==> src/rtl/plr_pkg.sv <==
// Shared types, codes and port widths of the piecewise linear resampler.
package plr_pkg;

  localparam int IN_TDATA_W  = 64;
  localparam int IN_TUSER_W  = 2;
  localparam int OUT_TDATA_W = 32;
  localparam int OUT_TUSER_W = 2;
  localparam int SAMPLE_W    = 32;

  typedef enum logic [1:0] {
    OP_CLEAR  = 2'd0,
    OP_APPEND = 2'd1,
    OP_REWIND = 2'd2,
    OP_QUERY  = 2'd3
  } op_t;

  typedef enum logic [1:0] {
    ST_INTERP = 2'd0,
    ST_FIRST  = 2'd1,
    ST_LAST   = 2'd2,
    ST_EMPTY  = 2'd3
  } status_t;

  // Table read address selection.
  typedef enum logic [1:0] {
    RSEL_WALK,
    RSEL_NEXT,
    RSEL_PREV,
    RSEL_LAST
  } rd_sel_t;

  // Result value selection.
  typedef enum logic [1:0] {
    VSEL_ZERO,
    VSEL_LO,
    VSEL_HI,
    VSEL_ARITH
  } val_sel_t;

  typedef struct packed {
    logic     accept;
    logic     rd_en;
    rd_sel_t  rd_sel;
    logic     walk_inc;
    logic     cap_hi;
    logic     cap_lo;
    logic     ar_start;
    logic     ld_out;
    val_sel_t val_sel;
    status_t  status;
  } plr_cmd_t;

  typedef struct packed {
    logic is_query;
    logic cnt_zero;
    logic walk_at_end;
    logic next_at_end;
    logic walk_zero;
    logic tq_gt_rd;
    logic tq_le_t0;
    logic hi_clamp;
    logic ar_busy;
    logic out_free;
  } plr_sts_t;

endpackage

==> src/rtl/plr_ctrl.sv <==
// Controller: sequences the walk, neighbor reads, arithmetic and result load.
module plr_ctrl (
  input  logic              clk,
  input  logic              rst_n,
  input  logic              in_tvalid,
  output logic              in_tready,
  input  plr_pkg::plr_sts_t sts,
  output plr_pkg::plr_cmd_t cmd
);
  import plr_pkg::*;

  typedef enum logic [2:0] {
    S_IDLE,
    S_QSTART,
    S_WALK,
    S_LASTRD,
    S_PREVRD,
    S_CHECK,
    S_ARITH,
    S_FIN
  } state_t;

  state_t   state_r, state_nxt;
  status_t  fin_status_r, fin_status_nxt;
  val_sel_t fin_sel_r, fin_sel_nxt;

  assign in_tready = (state_r == S_IDLE);

  always_comb begin
    state_nxt      = state_r;
    fin_status_nxt = fin_status_r;
    fin_sel_nxt    = fin_sel_r;
    cmd            = '0;
    cmd.rd_sel     = RSEL_WALK;
    cmd.val_sel    = fin_sel_r;
    cmd.status     = fin_status_r;
    cmd.accept     = in_tvalid && in_tready;
    case (state_r)
      S_IDLE: begin
        if (cmd.accept && sts.is_query) begin
          state_nxt = S_QSTART;
        end
      end
      S_QSTART: begin
        if (sts.cnt_zero) begin
          fin_status_nxt = ST_EMPTY;
          fin_sel_nxt    = VSEL_ZERO;
          state_nxt      = S_FIN;
        end else if (sts.walk_at_end) begin
          cmd.rd_en  = 1'b1;
          cmd.rd_sel = RSEL_LAST;
          state_nxt  = S_LASTRD;
        end else begin
          cmd.rd_en  = 1'b1;
          cmd.rd_sel = RSEL_WALK;
          state_nxt  = S_WALK;
        end
      end
      S_WALK: begin
        if (sts.tq_gt_rd) begin
          cmd.walk_inc = 1'b1;
          if (sts.next_at_end) begin
            // stepped past the last point: the entry in hand is the last one
            cmd.cap_lo     = 1'b1;
            fin_status_nxt = ST_LAST;
            fin_sel_nxt    = VSEL_LO;
            state_nxt      = S_FIN;
          end else begin
            cmd.rd_en  = 1'b1;
            cmd.rd_sel = RSEL_NEXT;
          end
        end else begin
          cmd.cap_hi = 1'b1;
          if (sts.walk_zero) begin
            fin_status_nxt = ST_FIRST;
            fin_sel_nxt    = VSEL_HI;
            state_nxt      = S_FIN;
          end else begin
            cmd.rd_en  = 1'b1;
            cmd.rd_sel = RSEL_PREV;
            state_nxt  = S_PREVRD;
          end
        end
      end
      S_LASTRD: begin
        cmd.cap_lo     = 1'b1;
        fin_status_nxt = ST_LAST;
        fin_sel_nxt    = VSEL_LO;
        state_nxt      = S_FIN;
      end
      S_PREVRD: begin
        cmd.cap_lo = 1'b1;
        state_nxt  = S_CHECK;
      end
      S_CHECK: begin
        fin_status_nxt = ST_INTERP;
        if (sts.tq_le_t0) begin
          fin_sel_nxt = VSEL_LO;
          state_nxt   = S_FIN;
        end else if (sts.hi_clamp) begin
          fin_sel_nxt = VSEL_HI;
          state_nxt   = S_FIN;
        end else begin
          cmd.ar_start = 1'b1;
          fin_sel_nxt  = VSEL_ARITH;
          state_nxt    = S_ARITH;
        end
      end
      S_ARITH: begin
        if (!sts.ar_busy) begin
          state_nxt = S_FIN;
        end
      end
      S_FIN: begin
        if (sts.out_free) begin
          cmd.ld_out = 1'b1;
          state_nxt  = S_IDLE;
        end
      end
      default: state_nxt = S_IDLE;
    endcase
  end

  always_ff @(posedge clk) begin
    if (!rst_n) begin
      state_r      <= S_IDLE;
      fin_status_r <= ST_INTERP;
      fin_sel_r    <= VSEL_ZERO;
    end else begin
      state_r      <= state_nxt;
      fin_status_r <= fin_status_nxt;
      fin_sel_r    <= fin_sel_nxt;
    end
  end

  // clear, append and rewind finish in the accepting cycle
  a_non_query_done: assert property (@(posedge clk) disable iff (!rst_n)
    (cmd.accept && !sts.is_query) |=> (state_r == S_IDLE))
    else $error("non-query word left the controller busy");

  // a result is loaded only once the arithmetic unit has settled
  a_load_idle_unit: assert property (@(posedge clk) disable iff (!rst_n)
    cmd.ld_out |-> !sts.ar_busy)
    else $error("result loaded while arithmetic unit busy");

endmodule
==> config.mk <==
export PLATFORM = sky130hd
export DESIGN_NAME = plr_ctrl
export DESIGN_NICKNAME = d
export VERILOG_FILES = /design/src/rtl/plr_pkg.sv /design/src/rtl/plr_ctrl.sv
export SDC_FILE = /design/constraint.sdc
export NUM_CORES = 1
export LEC_CHECK = 0
export ABC_CLOCK_PERIOD_IN_PS = 1800
export BUFFER_PORTS_ARGS = -buffer_cell sky130_fd_sc_hd__buf_2
export CAP_MARGIN = 20
export CORE_MARGIN = 5
export CORE_UTILIZATION = 30
export DETAILED_ROUTE_END_ITERATION = 6
export PLACE_DENSITY_LB_ADDON = 0.1
export REMOVE_ABC_BUFFERS = 1
export SETUP_SLACK_MARGIN = 0.3
export SYNTH_ARGS = -nofsm -noshare
export SYNTH_HDL_FRONTEND = slang
export SYNTH_SLANG_ARGS = --single-unit
==> constraint.sdc <==
create_clock -name clk -period 1.8 [get_ports clk]
set_input_delay 0.27 -clock clk [delete_from_list [all_inputs] [get_ports clk]]
set_output_delay 0.27 -clock clk [all_outputs]
set_load 0.03 [all_outputs]
==> summary.txt <==
Route
  • Drt via density: 4.99
  • Detailed Route WL: 2.08 mm
  • Drt pass-1 iters: 4
  • DRC violations left: 0
  • DRT iter0 DRCs: 8
  • Antenna-violating nets left: 0
  • Vias post-DR: 758
  • WL per Instance: 13.7 um

Yosys
  • Main combinational cell family by area after synthesis: simple AND/OR/NAND/NOR gates
  • Post-synth cell types: 34
  • #FFs+latches synth: 7
  • Multiplexer share of the synthesized area: 6.68%
  • Synth cell count leaders: nand2_1 (13), dfxtp_1 (7), nor3_1 (5)
  • Sequential share of the synthesized area: 23.4%
  • Mapped Area: 599 um2
  • Post-synth EDFFs: 0
  • Cell taking the most area after synthesis: dfxtp_1
  • Main flop type after synthesis: dfxtp_1
  • Ys async rst share: 0%
  • Leading cell type by number of instances after synthesis: nand2_1
  • Warnings from Yosys: 0
  • Post-Synth Simple-Gate Area: 37.4%
  • Synth top area share: 23.4%
  • Synth Area in Compound Gates: 23.4%
  • Xor/xnor share of the synthesized area: 0%
  • Cells after Synth: 79
  • Adder-Cell Fraction of Synth Area: 0%
  • Syn_area_per_cell: 7.59 um2
  • Synth area leaders: dfxtp_1 (23%), nand2_1 (8.1%), mux2i_1 (6.7%)

Final layout
  • Area Overhead vs Synth: 86.6%
  • Final Cell Area: 0.00112 mm2
  • Finished Layout Cells: 152
  • Diodes inserted: 0
  • Layout cells sized above 1: 58.4%
  • Final Util: 57.6%
  • Fillers: 183
  • Post-layout nets: 139

CTS
  • Max Buffers Root-to-Sink: 2
  • CTS Buf Count: 3
  • Clock Sink Count: 7
  • Htree depth: 1
  • CTS root buffer: clkbuf_4
  • CTS clock-pin slew for the worst setup and hold paths: 0.06 ns
  • CTS tree: built
  • CTS Hold Bufs: 0
  • Clk_lat worst skew: 0.26 ns

Power
  • VDD IR max: 0.738 mV
  • Leakage: 0.530 nW
  • PD cells: 1190 mW/mm2

Worst setup path
  • Setup crit start kind: flip-flop
  • Critical path endpoint category: output port
  • Crit Path Category: reg2out
  • CP Data Required Time: 1.53 ns
  • Worst path slowest cell: or4_4
  • Max incr delay on CP: 0.52 ns
  • Top delay family on crit path: simple AND/OR/NAND/NOR gates
  • Chain of cells forming the critical path: nand2_2, or4_4, o31ai_4, buf_6
  • Critical path buffers and inverters: 1
  • CP max FO: 4
  • CP arrival: 1.45 ns

STA
  • Post-layout min period: 1.72 ns
  • Setup WS post-layout: 0.0832 ns
  • Worst-margin pin slew: 0.342 ns
  • Final hold vios: 0
  • Slew Viols, Final: 0
  • RSZ-0062 raised after global routing: true
  • Peak Freq: 0.582 GHz
  • Final period utilization: 95.4%
  • Final setup fails: 0
  • Rel. slew slack: 76.9%
  • TNS Setup: 0 ns
  • Setup Skew: 0.00145 ns

Placed design
  • Detailed Place HPWL: 1.28 mm
  • Dpl ws: 0.210 ns
  • Placement Cell Area: 753 um2
  • Routability cong.: 0.766
  • DP Cell Count: 130
  • Port Buffers: 26

Die
  • Full die area: 0.00299 mm2
  • Io pins: 27
  • Die Ht: 54.7 um
  • Overall die width: 54.7 um
  • # rows: 16
  • Core area: 0.00194 mm2
  • Starting Density: 30.9%

GRT
  • Number of global-route vias before repair: 717
  • Aggregate global routing overflow: 0
  • Largest net degree at the start of global routing: 15
  • Tot GR Track Use: 15.2%
  • Initial antenna violation count: 0
  • Global-route wire length before repair: 3.19 mm

Min path
  • Min-delay worst type: in2reg

Run status
  • Status: finished, final reports clean

Flow run
  • Max-Cap Viols: 0
-- flip-flops by register name, summed over array words and instances, names as in the netlist --
name,flops
state_r,3
fin_status_r,2
fin_sel_r,2
-- layout make-up --
type                    instances  area, um2  area share [%]
clock buffers                   4       26.3            2.35
repair buffers                 48        412            36.8
multi-input cells              62        480            43.0
well taps                      27       33.8            3.02
inverters                       4       15.0            1.34
flip-flops and latches          7        151            13.5
-- kinds of logic after synthesis --
family                 after synthesis
AND/OR/NAND/NOR                     38
multiplexers                         4
buffers and inverters               10
AO/OA/AOI/OAI                       20
flip-flops                           7
-- cell usage in the layout (no fill, tap or decap), drive strengths merged, types with 2 or more instances in the layout --
master and instances:
nand3 2, o31ai 2, dfxtp 7, buf 47, and2 2, mux2i 4
clkbuf 5, inv 4, a21o 2, a21oi 4, nand2 13, nor2 3
o21ai 4, nor3 5, o22ai 2, nand2b 4
-- worst reg2reg max path, cell delays in order, from the launching register on --
cell and delay (ns):
dfxtp_4 0.36, buf_6 0.11, buf_6 0.11, buf_6 0.10, nand3b_1 0.16, buf_4 0.15, buf_6 0.10, buf_6 0.10
buf_6 0.11, o21ai_2 0.12, nand2_1 0.06, mux2i_1 0.11
-- power by group --
group          switching [mW]  internal (mW)
sequential             0.0516          0.207
combinational           0.456          0.463
clock                  0.0721         0.0855
total                   0.579          0.755
-- metrics by stage --
stage	hold WS, ns	power [mW]
2_1_floorplan	0.387	0.631
3_3_place_gp	0.441	0.806
3_5_place_dp	0.451	0.807
4_1_cts	0.350	1.14
5_1_grt	0.341	1.42
6_report	0.340	1.33
-- what timing repair did --
item	CTS	global route
cloned	0	1
pin swaps	3	6
gates resized for setup	30	23
setup endpoints to repair	10	14
buffers inserted	10	7
-- layer usage --
metal  track usage (%)  up-vias  wire, um
li1                  -      376         -
met1              16.5      363       882
met2              27.2       16      1080
met3              3.54        3        83
met4              7.47        0        29
met5                 0        -         0
-- final timing paths --
check | from | endpoint | slack, ns | cells after the start
worst min-delay path | sts[3] | fin_sel_r[1] | 0.34 | 4
worst min register to register | fin_sel_r[0] | fin_sel_r[0] | 0.45 | 2
worst max register to register | state_r[1] | fin_sel_r[1] | 0.15 | 11
worst max-delay path | state_r[1] | cmd[9] | 0.08 | 4
(Power assumes the default switching activity.)
